$ cat src/sv/msiva_pkg.sv
`default_nettype none

package msiva_pkg;

	// Field widths of the request and result beats
	localparam int CMD_W     = 2;
	localparam int COUNT_W   = 9;
	localparam int VECTOR_W  = 12;
	localparam int CPU_W     = 3;
	localparam int ADDR_W    = 56;
	localparam int STATUS_W  = 2;
	localparam int DATA_W    = 9;
	localparam int FV_W      = 11;
	localparam int VC_W      = 9;
	localparam int CFG_IDX_W = 1;
	localparam int CFG_DAT_W = 11;

	// Range checks run at this width so no sum or difference can wrap
	localparam int CMP_W = 13;

	localparam logic [VC_W-1:0] VECTOR_COUNT_RST = 9'd256;

	// Command codes
	localparam logic [CMD_W-1:0] CMD_ALLOC  = 2'd0;
	localparam logic [CMD_W-1:0] CMD_FREE   = 2'd1;
	localparam logic [CMD_W-1:0] CMD_ASSIGN = 2'd2;
	localparam logic [CMD_W-1:0] CMD_LOAD   = 2'd3;

	// Status codes
	localparam logic [STATUS_W-1:0] STATUS_OK      = 2'd0;
	localparam logic [STATUS_W-1:0] STATUS_NO_ROOM = 2'd1;
	localparam logic [STATUS_W-1:0] STATUS_RANGE   = 2'd2;

	// Configuration register indexes
	localparam logic [CFG_IDX_W-1:0] CFG_FIRST_VECTOR = 1'd0;
	localparam logic [CFG_IDX_W-1:0] CFG_VECTOR_COUNT = 1'd1;

	typedef struct packed {
		logic [CMD_W-1:0]    command;
		logic [COUNT_W-1:0]  count;
		logic [VECTOR_W-1:0] vector;
		logic [CPU_W-1:0]    cpu;
		logic [ADDR_W-1:0]   cpu_address;
	} msiva_in_t;

	typedef struct packed {
		logic [STATUS_W-1:0] status;
		logic [VECTOR_W-1:0] start_vector;
		logic [ADDR_W-1:0]   message_address;
		logic [DATA_W-1:0]   message_data;
		logic [CPU_W-1:0]    assigned_cpu;
	} msiva_out_t;

	// One allocation entry held by a ring cell
	typedef struct packed {
		logic             busy;
		logic [CPU_W-1:0] cpu;
	} msiva_entry_t;

	// Change applied to the entry entering the tail cell
	typedef struct packed {
		logic             set_busy;
		logic             clr_busy;
		logic             wr_cpu;
		logic [CPU_W-1:0] cpu;
	} msiva_edit_t;

	localparam msiva_edit_t EDIT_NONE = '{set_busy: 1'b0, clr_busy: 1'b0, wr_cpu: 1'b0,
		cpu: 3'd0};

	typedef struct packed {
		logic        shift;
		msiva_edit_t edit;
	} msiva_ring_ctl_t;

	typedef enum logic [2:0] {
		S_IDLE,
		S_SCAN,
		S_MARK,
		S_EDIT,
		S_DONE
	} msiva_state_t;

endpackage

`default_nettype wire

$ cat src/sv/msiva_cell.sv
`default_nettype none

module msiva_cell (
	input  wire                     clk,
	input  wire                     arst_n,
	input  wire                     shift,
	input  msiva_pkg::msiva_edit_t  edit,
	input  msiva_pkg::msiva_entry_t nxt,
	output msiva_pkg::msiva_entry_t ent
);

	msiva_pkg::msiva_entry_t upd;
	msiva_pkg::msiva_entry_t ent_q;

	// Apply the edit to the entry coming from the neighbor
	always_comb begin
		upd = nxt;
		if (edit.set_busy) begin
			upd.busy = 1'b1;
		end
		if (edit.clr_busy) begin
			upd.busy = 1'b0;
		end
		if (edit.wr_cpu) begin
			upd.cpu = edit.cpu;
		end
	end

	// Take the neighbor's entry on every shift
	always_ff @(posedge clk or negedge arst_n) begin
		if (!arst_n) begin
			ent_q <= '0;
		end else if (shift) begin
			ent_q <= upd;
		end
	end

	assign ent = ent_q;

endmodule

`default_nettype wire

$ cat src/sv/msiva_ctrl.sv
`default_nettype none

module msiva_ctrl #(
	parameter int VECTOR_ENTRIES = 256,
	parameter int CPU_COUNT      = 8
) (
	input  wire                                    clk,
	input  wire                                    arst_n,
	input  wire                                    in_valid,
	output logic                                   in_stall,
	input  msiva_pkg::msiva_in_t                   in_data,
	output logic                                   out_valid,
	input  wire                                    out_stall,
	output msiva_pkg::msiva_out_t                  out_data,
	input  wire  [msiva_pkg::FV_W-1:0]             first_vector,
	input  wire  [msiva_pkg::VC_W-1:0]             vector_count,
	input  msiva_pkg::msiva_entry_t                head,
	output msiva_pkg::msiva_ring_ctl_t             ring_ctl
);

	localparam int IDX_W     = (VECTOR_ENTRIES > 1) ? $clog2(VECTOR_ENTRIES) : 1;
	localparam int CNT_W     = $clog2(VECTOR_ENTRIES + 1);
	localparam int CPU_DEPTH = (CPU_COUNT < 8) ? CPU_COUNT : 8;
	localparam int CPU_IW    = (CPU_DEPTH > 1) ? $clog2(CPU_DEPTH) : 1;
	localparam int CW        = msiva_pkg::CMP_W;
	localparam int VW        = msiva_pkg::VECTOR_W;
	localparam int DW        = msiva_pkg::DATA_W;
	localparam int AW        = msiva_pkg::ADDR_W;
	localparam int CPW       = msiva_pkg::CPU_W;
	localparam int CTW       = msiva_pkg::COUNT_W;
	localparam int CMW       = msiva_pkg::CMD_W;

	localparam logic [IDX_W-1:0] LAST_POS  = IDX_W'(VECTOR_ENTRIES - 1);
	localparam logic [CW-1:0]    ENTRIES_W = CW'(VECTOR_ENTRIES);
	localparam logic [CW-1:0]    CPUS_W    = CW'(CPU_COUNT);
	localparam logic [CW-1:0]    ONE_W     = CW'(1);

	msiva_pkg::msiva_state_t state_q, state_n;
	logic [IDX_W-1:0]        pos_q, pos_n;
	logic [CNT_W-1:0]        run_q, run_n;
	logic                    found_q, found_n;
	logic [IDX_W-1:0]        start_q, start_n;
	logic [IDX_W-1:0]        idx_q, idx_n;
	logic [CTW-1:0]          cnt_q, cnt_n;
	logic [CPW-1:0]          cpu_q, cpu_n;
	logic [CMW-1:0]          op_q, op_n;
	msiva_pkg::msiva_out_t   res_q, res_n;
	msiva_pkg::msiva_out_t   out_q, out_n;
	logic                    out_valid_q, out_valid_n;
	logic [AW-1:0]           addr_tbl_q [CPU_DEPTH];
	logic                    tbl_we;

	logic [CW-1:0] vc_w, depth_w, fv_w, vec_w, cntin_w, cpuin_w, rel_w;
	logic [CW-1:0] pos_w, start_w, idx_w, cnt_w;
	logic          last;

	// Widen operands for the range checks
	always_comb begin
		vc_w    = CW'(vector_count);
		depth_w = (vc_w < ENTRIES_W) ? vc_w : ENTRIES_W;
		fv_w    = CW'(first_vector);
		vec_w   = CW'(in_data.vector);
		cntin_w = CW'(in_data.count);
		cpuin_w = CW'(in_data.cpu);
		rel_w   = vec_w - fv_w;
		pos_w   = CW'(pos_q);
		start_w = CW'(start_q);
		idx_w   = CW'(idx_q);
		cnt_w   = CW'(cnt_q);
		last    = (pos_q == LAST_POS);
	end

	assign in_stall = (state_q != msiva_pkg::S_IDLE);

	// Next state, walk counters and result
	always_comb begin
		state_n     = state_q;
		pos_n       = pos_q;
		run_n       = run_q;
		found_n     = found_q;
		start_n     = start_q;
		idx_n       = idx_q;
		cnt_n       = cnt_q;
		cpu_n       = cpu_q;
		op_n        = op_q;
		res_n       = res_q;
		out_n       = out_q;
		out_valid_n = out_valid_q;
		tbl_we      = 1'b0;
		ring_ctl    = '{shift: 1'b0, edit: msiva_pkg::EDIT_NONE};

		// drop the result once it is taken
		if (out_valid_q && !out_stall) begin
			out_valid_n = 1'b0;
		end

		case (state_q)
			msiva_pkg::S_IDLE: begin
				if (in_valid) begin
					res_n        = '0;
					res_n.status = msiva_pkg::STATUS_RANGE;
					state_n      = msiva_pkg::S_DONE;
					op_n         = in_data.command;
					cnt_n        = in_data.count;
					cpu_n        = in_data.cpu;
					idx_n        = rel_w[IDX_W-1:0];
					pos_n        = '0;
					run_n        = '0;
					found_n      = 1'b0;
					case (in_data.command)
						msiva_pkg::CMD_ALLOC: begin
							if (cntin_w != '0 && cntin_w <= depth_w) begin
								state_n = msiva_pkg::S_SCAN;
							end
						end
						msiva_pkg::CMD_FREE: begin
							if (cntin_w != '0 && vec_w >= fv_w && rel_w < depth_w &&
								cntin_w <= depth_w - rel_w) begin
								state_n = msiva_pkg::S_EDIT;
							end
						end
						msiva_pkg::CMD_ASSIGN: begin
							if (vec_w >= fv_w && cpuin_w < CPUS_W && rel_w < depth_w) begin
								state_n = msiva_pkg::S_EDIT;
							end
						end
						msiva_pkg::CMD_LOAD: begin
							if (cpuin_w < CPUS_W) begin
								tbl_we       = 1'b1;
								res_n.status = msiva_pkg::STATUS_OK;
							end
						end
						default: begin
						end
					endcase
				end
			end

			msiva_pkg::S_SCAN: begin
				// track the run of clear entries passing the head
				ring_ctl.shift = 1'b1;
				pos_n = last ? '0 : pos_q + IDX_W'(1);
				if (!found_q && pos_w < depth_w) begin
					if (head.busy) begin
						run_n = '0;
					end else begin
						run_n = run_q + CNT_W'(1);
						if (CW'(run_q) + ONE_W == cnt_w) begin
							found_n = 1'b1;
							start_n = IDX_W'(pos_w + ONE_W - cnt_w);
						end
					end
				end
				if (last) begin
					if (found_n) begin
						state_n = msiva_pkg::S_MARK;
					end else begin
						res_n.status = msiva_pkg::STATUS_NO_ROOM;
						state_n      = msiva_pkg::S_DONE;
					end
				end
			end

			msiva_pkg::S_MARK: begin
				// mark the found run and pick up the target of its first entry
				ring_ctl.shift = 1'b1;
				ring_ctl.edit.set_busy = (pos_w >= start_w) && (pos_w < start_w + cnt_w);
				pos_n = last ? '0 : pos_q + IDX_W'(1);
				if (pos_q == start_q) begin
					res_n.message_address = addr_tbl_q[head.cpu[CPU_IW-1:0]];
				end
				if (last) begin
					res_n.status       = msiva_pkg::STATUS_OK;
					res_n.start_vector = VW'(fv_w + start_w);
					res_n.message_data = DW'(start_w + ONE_W);
					state_n            = msiva_pkg::S_DONE;
				end
			end

			msiva_pkg::S_EDIT: begin
				// clear a run or rewrite one entry's target as it passes
				ring_ctl.shift = 1'b1;
				if (op_q == msiva_pkg::CMD_FREE) begin
					ring_ctl.edit.clr_busy = (pos_w >= idx_w) && (pos_w < idx_w + cnt_w);
				end else begin
					ring_ctl.edit.wr_cpu = (pos_q == idx_q);
					ring_ctl.edit.cpu    = cpu_q;
				end
				pos_n = last ? '0 : pos_q + IDX_W'(1);
				if (last) begin
					res_n.status = msiva_pkg::STATUS_OK;
					if (op_q == msiva_pkg::CMD_ASSIGN) begin
						res_n.assigned_cpu = cpu_q;
					end
					state_n = msiva_pkg::S_DONE;
				end
			end

			msiva_pkg::S_DONE: begin
				// hand the result to the output register once it is free
				if (!out_valid_q || !out_stall) begin
					out_n       = res_q;
					out_valid_n = 1'b1;
					state_n     = msiva_pkg::S_IDLE;
				end
			end

			default: begin
				state_n = msiva_pkg::S_IDLE;
			end
		endcase
	end

	// Control registers
	always_ff @(posedge clk or negedge arst_n) begin
		if (!arst_n) begin
			state_q     <= msiva_pkg::S_IDLE;
			out_valid_q <= 1'b0;
			found_q     <= 1'b0;
		end else begin
			state_q     <= state_n;
			out_valid_q <= out_valid_n;
			found_q     <= found_n;
		end
	end

	// Walk and result payload
	always_ff @(posedge clk) begin
		pos_q   <= pos_n;
		run_q   <= run_n;
		start_q <= start_n;
		idx_q   <= idx_n;
		cnt_q   <= cnt_n;
		cpu_q   <= cpu_n;
		op_q    <= op_n;
		res_q   <= res_n;
		out_q   <= out_n;
	end

	// Per-cpu message address table
	always_ff @(posedge clk or negedge arst_n) begin
		if (!arst_n) begin
			for (int k = 0; k < CPU_DEPTH; k++) begin
				addr_tbl_q[k] <= '0;
			end
		end else if (tbl_we) begin
			addr_tbl_q[in_data.cpu[CPU_IW-1:0]] <= in_data.cpu_address;
		end
	end

	assign out_valid = out_valid_q;
	assign out_data  = out_q;

endmodule

`default_nettype wire

$ cat src/sv/msi_vector_range_allocator.sv
// MSI vector range allocator.
// Requests enter on in_valid/in_stall/in_data: allocate a run of count
// vectors, free a run, assign an entry's target cpu, or load a cpu's message
// address. Each request gives exactly one result beat on
// out_valid/out_stall/out_data. The user must write registers first_vector
// and vector_count through cfg_write/cfg_index/cfg_data only while no
// request is in work; the block itself does not enforce this. The allocation
// entries sit in a ring of VECTOR_ENTRIES cells that rotates one place a
// cycle while a request walks it past the head cell. A load or a rejected
// request goes to the done step; free and assign walk one revolution;
// allocate scans one and, when a run is found, marks in another.
// One request is in work at a time; in_stall is high from accept until the
// result enters the output register. A result held by out_stall keeps its
// beat stable and the next request waits in the done step until it drains.
// Reset clears all entries to free with cpu zero, the address table to
// zero, first_vector to 0 and vector_count to 256; no sweep is needed.
`default_nettype none

module msi_vector_range_allocator #(
	parameter int VECTOR_ENTRIES = 256,
	parameter int CPU_COUNT      = 8
) (
	input  wire                                    clk,
	input  wire                                    arst_n,
	input  wire                                    in_valid,
	output logic                                   in_stall,
	input  msiva_pkg::msiva_in_t                   in_data,
	output logic                                   out_valid,
	input  wire                                    out_stall,
	output msiva_pkg::msiva_out_t                  out_data,
	input  wire                                    cfg_write,
	input  wire  [msiva_pkg::CFG_IDX_W-1:0]        cfg_index,
	input  wire  [msiva_pkg::CFG_DAT_W-1:0]        cfg_data
);

	logic [msiva_pkg::FV_W-1:0]  first_vector_q;
	logic [msiva_pkg::VC_W-1:0]  vector_count_q;
	msiva_pkg::msiva_ring_ctl_t  ring_ctl;
	msiva_pkg::msiva_entry_t     ring_ent [VECTOR_ENTRIES];

	// Configuration registers
	always_ff @(posedge clk or negedge arst_n) begin
		if (!arst_n) begin
			first_vector_q <= '0;
			vector_count_q <= msiva_pkg::VECTOR_COUNT_RST;
		end else if (cfg_write) begin
			case (cfg_index)
				msiva_pkg::CFG_FIRST_VECTOR: begin
					first_vector_q <= cfg_data[msiva_pkg::FV_W-1:0];
				end
				msiva_pkg::CFG_VECTOR_COUNT: begin
					vector_count_q <= cfg_data[msiva_pkg::VC_W-1:0];
				end
				default: begin
				end
			endcase
		end
	end

	// Ring of entry cells; the tail takes the edited head entry
	for (genvar gi = 0; gi < VECTOR_ENTRIES; gi++) begin : g_cell
		localparam int NXT = (gi == VECTOR_ENTRIES - 1) ? 0 : gi + 1;
		msiva_pkg::msiva_edit_t cell_edit;

		assign cell_edit = (gi == VECTOR_ENTRIES - 1) ? ring_ctl.edit : msiva_pkg::EDIT_NONE;

		msiva_cell u_cell (
			.clk    (clk),
			.arst_n (arst_n),
			.shift  (ring_ctl.shift),
			.edit   (cell_edit),
			.nxt    (ring_ent[NXT]),
			.ent    (ring_ent[gi])
		);
	end

	msiva_ctrl #(
		.VECTOR_ENTRIES (VECTOR_ENTRIES),
		.CPU_COUNT      (CPU_COUNT)
	) u_ctrl (
		.clk          (clk),
		.arst_n       (arst_n),
		.in_valid     (in_valid),
		.in_stall     (in_stall),
		.in_data      (in_data),
		.out_valid    (out_valid),
		.out_stall    (out_stall),
		.out_data     (out_data),
		.first_vector (first_vector_q),
		.vector_count (vector_count_q),
		.head         (ring_ent[0]),
		.ring_ctl     (ring_ctl)
	);

	// A request in work blocks the next one
	a_busy_after_accept: assert property (@(posedge clk) disable iff (!arst_n)
		(in_valid && !in_stall) |=> in_stall)
		else $error("request accepted while previous one still in work");

	// A failed request carries only its status
	a_fail_fields_zero: assert property (@(posedge clk) disable iff (!arst_n)
		(out_valid && out_data.status != msiva_pkg::STATUS_OK) |->
		(out_data.start_vector == '0 && out_data.message_address == '0 &&
		out_data.message_data == '0 && out_data.assigned_cpu == '0))
		else $error("failed result carries nonzero payload");

	// An allocation result never echoes a cpu
	a_alloc_no_echo: assert property (@(posedge clk) disable iff (!arst_n)
		(out_valid && out_data.status == msiva_pkg::STATUS_OK &&
		out_data.message_data != '0) |-> (out_data.assigned_cpu == '0))
		else $error("allocation result echoes a cpu");

endmodule

`default_nettype wire

$ cat config.mk
export PLATFORM = sky130hd
export DESIGN_NAME = msi_vector_range_allocator
export DESIGN_NICKNAME = d
export VERILOG_FILES = /design/src/sv/msiva_pkg.sv /design/src/sv/msiva_cell.sv /design/src/sv/msiva_ctrl.sv /design/src/sv/msi_vector_range_allocator.sv
export SDC_FILE = /design/constraint.sdc
export NUM_CORES = 2
export LEC_CHECK = 0
export BUFFER_PORTS_ARGS = -buffer_cell sky130_fd_sc_hd__buf_2
export CORE_MARGIN = 2
export CORE_UTILIZATION = 50
export CTS_CLUSTER_SIZE = 12
export DETAILED_ROUTE_END_ITERATION = 8
export GPL_ROUTABILITY_DRIVEN = 0
export PLACE_DENSITY = 0.66
export SLEW_MARGIN = 20
export SYNTH_ARGS = -nofsm -noshare
export SYNTH_HDL_FRONTEND = slang
export SYNTH_SLANG_ARGS = --single-unit
$ cat constraint.sdc
create_clock -name clk -period 8.9 [get_ports clk]
set_input_delay 1.335 -clock clk [delete_from_list [all_inputs] [get_ports clk]]
set_output_delay 1.335 -clock clk [all_outputs]
set_load 0.005 [all_outputs]
# Word level (Yosys, flattened, before mapping)
# Cells that the tools add are included.
# word_totals
ff_bits	1708
output_inout_bits	84
# classes
addsub	11
n_lt_le_gt_ge	14
n_eq_ne	23
muxes	59
bitwise_logic	4
reduce_logical	39
# op_table
cell	n
$bwmux W448	1
$mux W56	4
$bmux W56 S3	1
$demux W56 S3	1
$pmux W77 S2	1
$mux W82	1
$mux W9	5
$lt A8 B13 Y1	3
$mux W3	11
$le A9 B13 Y1	2
$add A8 B9 Y10	2
$pmux W9 S2	1
$mux W1	17
$add A8 B1 Y8 const B	2
$eq A8 B8 Y1	2
$ge A8 B8 Y1	2
$mux W8	2
$ne A2 B1 Y1 const B	8
$pmux W8 S2	1
$mux W14	1
$lt A13 B13 Y1	1
$reduce_bool A13 Y1	1
$sub A12 B11 Y13	1
$sub A13 B13 Y13	1
other kinds (42)	78

# Longest topological paths before layout
# depth
word_depth	9
ltp_mapped	21
depth_no_buf	21

# By module
# From an unflattened synthesis, not the netlist that was laid out.
# hier_totals
hier_cells	6481
hier_area_um2	78621.7
# by_module_without_submodules
module	n_inst	cells_each	area_each_um2	seq_area_each_um2
msiva_cell	256	17	182.7	100.1
msiva_ctrl	1	2085	31057.3	17671.9
msi_vector_range_allocator	1	44	799.5	501.7

# Worst setup path after synthesis
# Ideal clock, no wire load.
# synth_path
path_kind	input-to-reg
start	input out_stall
end	register u_ctrl.out_q, in the netlist u_ctrl.out_data[0] (enable)
setup_ns	0.550
t_arrival_ns	5.324
path_slack_ns	3.026
path_stages	1
path_buffers	0
path_cell_list	a21oi_1
# synth_between
elab_chain_cells	3
# synth_rtl
element	line_no	source
from (decl)	msi_vector_range_allocator.sv:29	input wire out_stall,
$logic_not A1 Y1	msiva_ctrl.sv:201	if (!out_valid_q || !out_stall) begin
$logic_or A1 B1 Y1	msiva_ctrl.sv:201	
$reduce_and A2 Y1 (no source line)	--	
to (signal assigned)	msiva_ctrl.sv:237	out_q <= out_n;
to (decl)	msiva_ctrl.sv:48	msiva_pkg::msiva_out_t out_q, out_n;
# Every way passes these cells.
# A chain may end at the register's enable or synchronous reset.

# Worst setup path in the final report
# layout_path
start	input in_data[59] (netlist name)
end	register u_ctrl.state_q[1]
# layout_between
elab_chain_cells	8
elab_cells_between_ends	15
cone_classes	add/sub (2); order compare (3); mux (5); reduce/logical (5)
# layout_rtl
element	line_no	source
from (decl)	msi_vector_range_allocator.sv:27	input msiva_pkg::msiva_in_t in_data,
$sub A12 B11 Y13 *	msiva_ctrl.sv:65	rel_w = vec_w - fv_w;
via u_ctrl.rel_w[2]	msiva_ctrl.sv:53	logic [CW-1:0] vc_w, depth_w, fv_w, vec_w, cntin_w, cpuin_w, rel_w;
$sub A13 B13 Y13 or $lt A13 B13 Y1 (tied branches)	msiva_ctrl.sv:118, msiva_ctrl.sv:117, msiva_ctrl.sv:123	
$le A9 B13 Y1 or $logic_and A1 B1 Y1 (tied branches)	msiva_ctrl.sv:118, msiva_ctrl.sv:117	
$logic_and A1 B1 Y1	msiva_ctrl.sv:117	if (cntin_w != '0 && vec_w >= fv_w && rel_w < depth_w &&
$mux W3	msiva_ctrl.sv:117	
$pmux W3 S3 *	msiva_ctrl.sv:110	case (in_data.command)
$mux W3 *	msiva_ctrl.sv:99	if (in_valid) begin
$pmux W3 S4 *	msiva_ctrl.sv:97	case (state_q)
to (signal assigned)	msiva_ctrl.sv:217	state_q <= msiva_pkg::S_IDLE;
to (signal assigned)	msiva_ctrl.sv:221	state_q <= state_n;
to (decl)	msiva_ctrl.sv:38	msiva_pkg::msiva_state_t state_q, state_n;
# Mark *: on every way through the listed nets, which the timed path passes. The rest lies on a longest branch. The select of a mux whose other input is x is not followed.

==> impl_metrics.env <==
export IMPL_status="finished clean"
export IMPL_final_util=0.5627
export IMPL_relSlewSlack=0.2359
export IMPL_drive_above_1_share=0.1615
export IMPL_synth_area_sq_um=69950
export IMPL_min_period_over_period=0.5562
export IMPL_start_util=0.5026
export IMPL_ir_drop_mv=0.2352
export IMPL_drt_wl_total_um=139700
export IMPL_ys_top_cells_by_count="nand2_1 (3109), dfrtp_1 (1496), mux2_2 (453)"
export IMPL_drt_pass1_iter_count=7
export IMPL_die_h_um=378.0
export IMPL_cp_max_fo=5
export IMPL_ant_nets=0
export IMPL_core_area_sq_um=139200
export IMPL_cp_startpoint="in_data[59]"
export IMPL_ys_async_sr_fraction=0.8765
export IMPL_cap_violations=0
export IMPL_clock_sinks=1708
export IMPL_startpoint_type="input pin"
export IMPL_postCtsSetupBuffers=0
export IMPL_track_usage=0.2014
export IMPL_slowest_delay_ns=0.42
export IMPL_cts_buffers=178
export IMPL_worstSetupPathType="in -> reg"
export IMPL_worstPathArrival_ns=5.65
export IMPL_r2r_cells=20
export IMPL_post_place_cells=8254
export IMPL_drt_initial_drc_count=3473
export IMPL_clock_latency_ns=0.81
export IMPL_worst_r2r_startpoint="first_vector_q[0]"
export IMPL_synth_cell_types=69
export IMPL_drt_met1_wl_um=65340
export IMPL_dpl_cell_area_sq_um=72610
export IMPL_synth_warnings=0
export IMPL_worst_setup_path_end_kind="flop"
export IMPL_syn_area_per_cell_sq_um=10.81
export IMPL_yosysTopAreaCell="dfrtp_1"
export IMPL_fin_cells=8581
export IMPL_cp_required_ns=9.60
export IMPL_fin_nets=6777
export IMPL_cts_max_level=4
export IMPL_fin_tns_setup_ns=0
export IMPL_dpl_hpwl_um=79110
export IMPL_finalHoldWorstSlack_ns=0.4119
export IMPL_cp_depth=22
export IMPL_drc_errors=0
export IMPL_hold_buffers=0
export IMPL_synthTopCellsByArea="dfrtp_1 (54%), nand2_1 (17%), edfxtp_1 (9.1%), mux2_2 (7.3%), mux4_2 (3.6%)"
export IMPL_boundaryPins=183
export IMPL_nFillCells=11890
export IMPL_p_leak_nw=40.37
export IMPL_power_density_nw_per_um2=243.8
export IMPL_cts_resized=0
export IMPL_wl_met2_um=63000
export IMPL_clockRootBuffer="clkbuf_16"
export IMPL_syn_instance_count=6470
export IMPL_area_delta_synth_final_pct=11.97
export IMPL_synth_most_common_cell="nand2_1"
export IMPL_grt_remaining_overflow=0
export IMPL_path_clk_slew_ns=0.06
export IMPL_ys_ff_latch=1708
export IMPL_grt_pass1_wl_um=232900
export IMPL_report_final_slew_viol_count=0
export IMPL_cts_tree="yes"
export IMPL_yosys_area_top_type_share=0.5352
export IMPL_cp_top_family="adder cells"
export IMPL_grt_max_degree=246
export IMPL_top_layer="met5"
export IMPL_hp_class="reg -> reg"
export IMPL_fin_area_sq_um=78320
export IMPL_synthFlopType="dfrtp_1"
export IMPL_portBuffers=182
export IMPL_crit_buf_inv=4
export IMPL_clock_fmax_mhz=202.0
export IMPL_finalSetupViolCount=0
export IMPL_detail_route_vias_per_cell=5.115
export IMPL_die_area_sq_um=142900
export IMPL_setup_slack_ns=3.950
export IMPL_post_place_ws_ns=3.157
export IMPL_rsz0062_at_grt="false"
export IMPL_die_width_um=378.0
export IMPL_antenna_found_initial=32
export IMPL_synth_nets=6688
export IMPL_hold_viol_final=0
export IMPL_min_from="u_ctrl.res_q[18]"
export IMPL_crit_chain="buf_2, inv_1, ha_1, inv_1, fa_1, xor2_1, inv_1, ha_1, a21o_1, a21oi_1, maj3_1, o21bai_1, maj3_1, a21oi_1, xor2_1, ha_1, nand2_1, or3_1, nand4_1, a311oi_1, or3_1, o221ai_2"
export IMPL_yosysSeqAreaShare=0.6261
export IMPL_route_vias_total=43890
export IMPL_worst_pin_slew_ns=1.146
export IMPL_grt_pass1_vias=43650
export IMPL_wl_met3_um=7426
export IMPL_finalPower_mw=19.09
export IMPL_fin_crit_ns=4.950
export IMPL_clockBufferDepth=3
export IMPL_hold_depth=0
export IMPL_clock_skew_ns=0.03219
export IMPL_avgRoutedWirePerCell_um=16.28
export IMPL_cpMaxStageDelayCell="fa_1"
export IMPL_synth_edf_count=211
export IMPL_num_rows=137
per-layer routing:
metal	up-vias	global-route usage
met4	38	0.06322
met5	-	0
met3	276	0.04301
met2	667	0.3071
met1	21810	0.2901
li1	21110	-
path summary, 6_finish.rpt:
path	to	slack, ns
min	u_ctrl.out_data[18]	0.41
max	u_ctrl.state_q[1]	3.95
min in group asynchronous	g_cell[234].u_cell.ent[3]	0.50
min reg2reg	u_ctrl.out_data[18]	0.41
max reg2reg	u_ctrl.state_q[1]	4.24
max in group asynchronous	g_cell[79].u_cell.ent[2]	6.40
report_power, final:
group / switching (mW) / internal, mW
Combinational: 1.42 / 1.16
Sequential: 0.480 / 8.87
Clock: 3.02 / 4.14
cell families after synthesis:
group                      Yosys count  synth area share
xor gates and xnor gates            66          0.008854
muxes                              632            0.1187
DFF                               1708            0.6261
adders and majority gates          121           0.02222
buffers and inverters              410           0.02263
and+or+nand+nor                   3359            0.1849
AOI/OAI and AO/OA                  174           0.01660
cell usage in the layout (no fill, tap or decap), types with 39 or more instances in the layout:
| master | instances |
|---|---|
| dfrtp_1 | 1493 |
| mux2_2 | 453 |
| nand2_1 | 3108 |
| clkbuf_16 | 180 |
| buf_4 | 39 |
| buf_2 | 181 |
| ha_1 | 113 |
| edfxtp_1 | 211 |
| mux4_2 | 112 |
| nor2_1 | 115 |
| clkbuf_1 | 65 |
| mux2i_1 | 62 |
| inv_1 | 82 |
| o21ai_0 | 41 |
registers in the layout, indices dropped and copies added (netlist names):
name and count:
first_vector_q 11, g_cell.u_cell.ent 1024, u_ctrl.addr_tbl_q 448, u_ctrl.cnt_q 9, u_ctrl.cpu_q 3, u_ctrl.found_q 1
u_ctrl.idx_q 8, u_ctrl.op_q 2, u_ctrl.out_data 82, u_ctrl.out_valid 1, u_ctrl.pos_q 8, u_ctrl.res_q 82
u_ctrl.run_q 9, u_ctrl.start_q 8, u_ctrl.state_q 3, vector_count_q 9
layout make-up:
cell class / count / area [sq um] / share of cell area
Clock inverter: 40 / 434.2 / 0.005543
Inverter: 84 / 315.3 / 0.004026
Antenna cell: 5 / 12.51 / 0.0001597
Clock buffer: 281 / 5244 / 0.06695
Tap cell: 1876 / 2347 / 0.02997
Multi-Input combinational cell: 4352 / 24650 / 0.3148
Timing Repair Buffer: 235 / 1506 / 0.01923
Sequential cell: 1708 / 43810 / 0.5593
(Power assumes the default switching activity.)
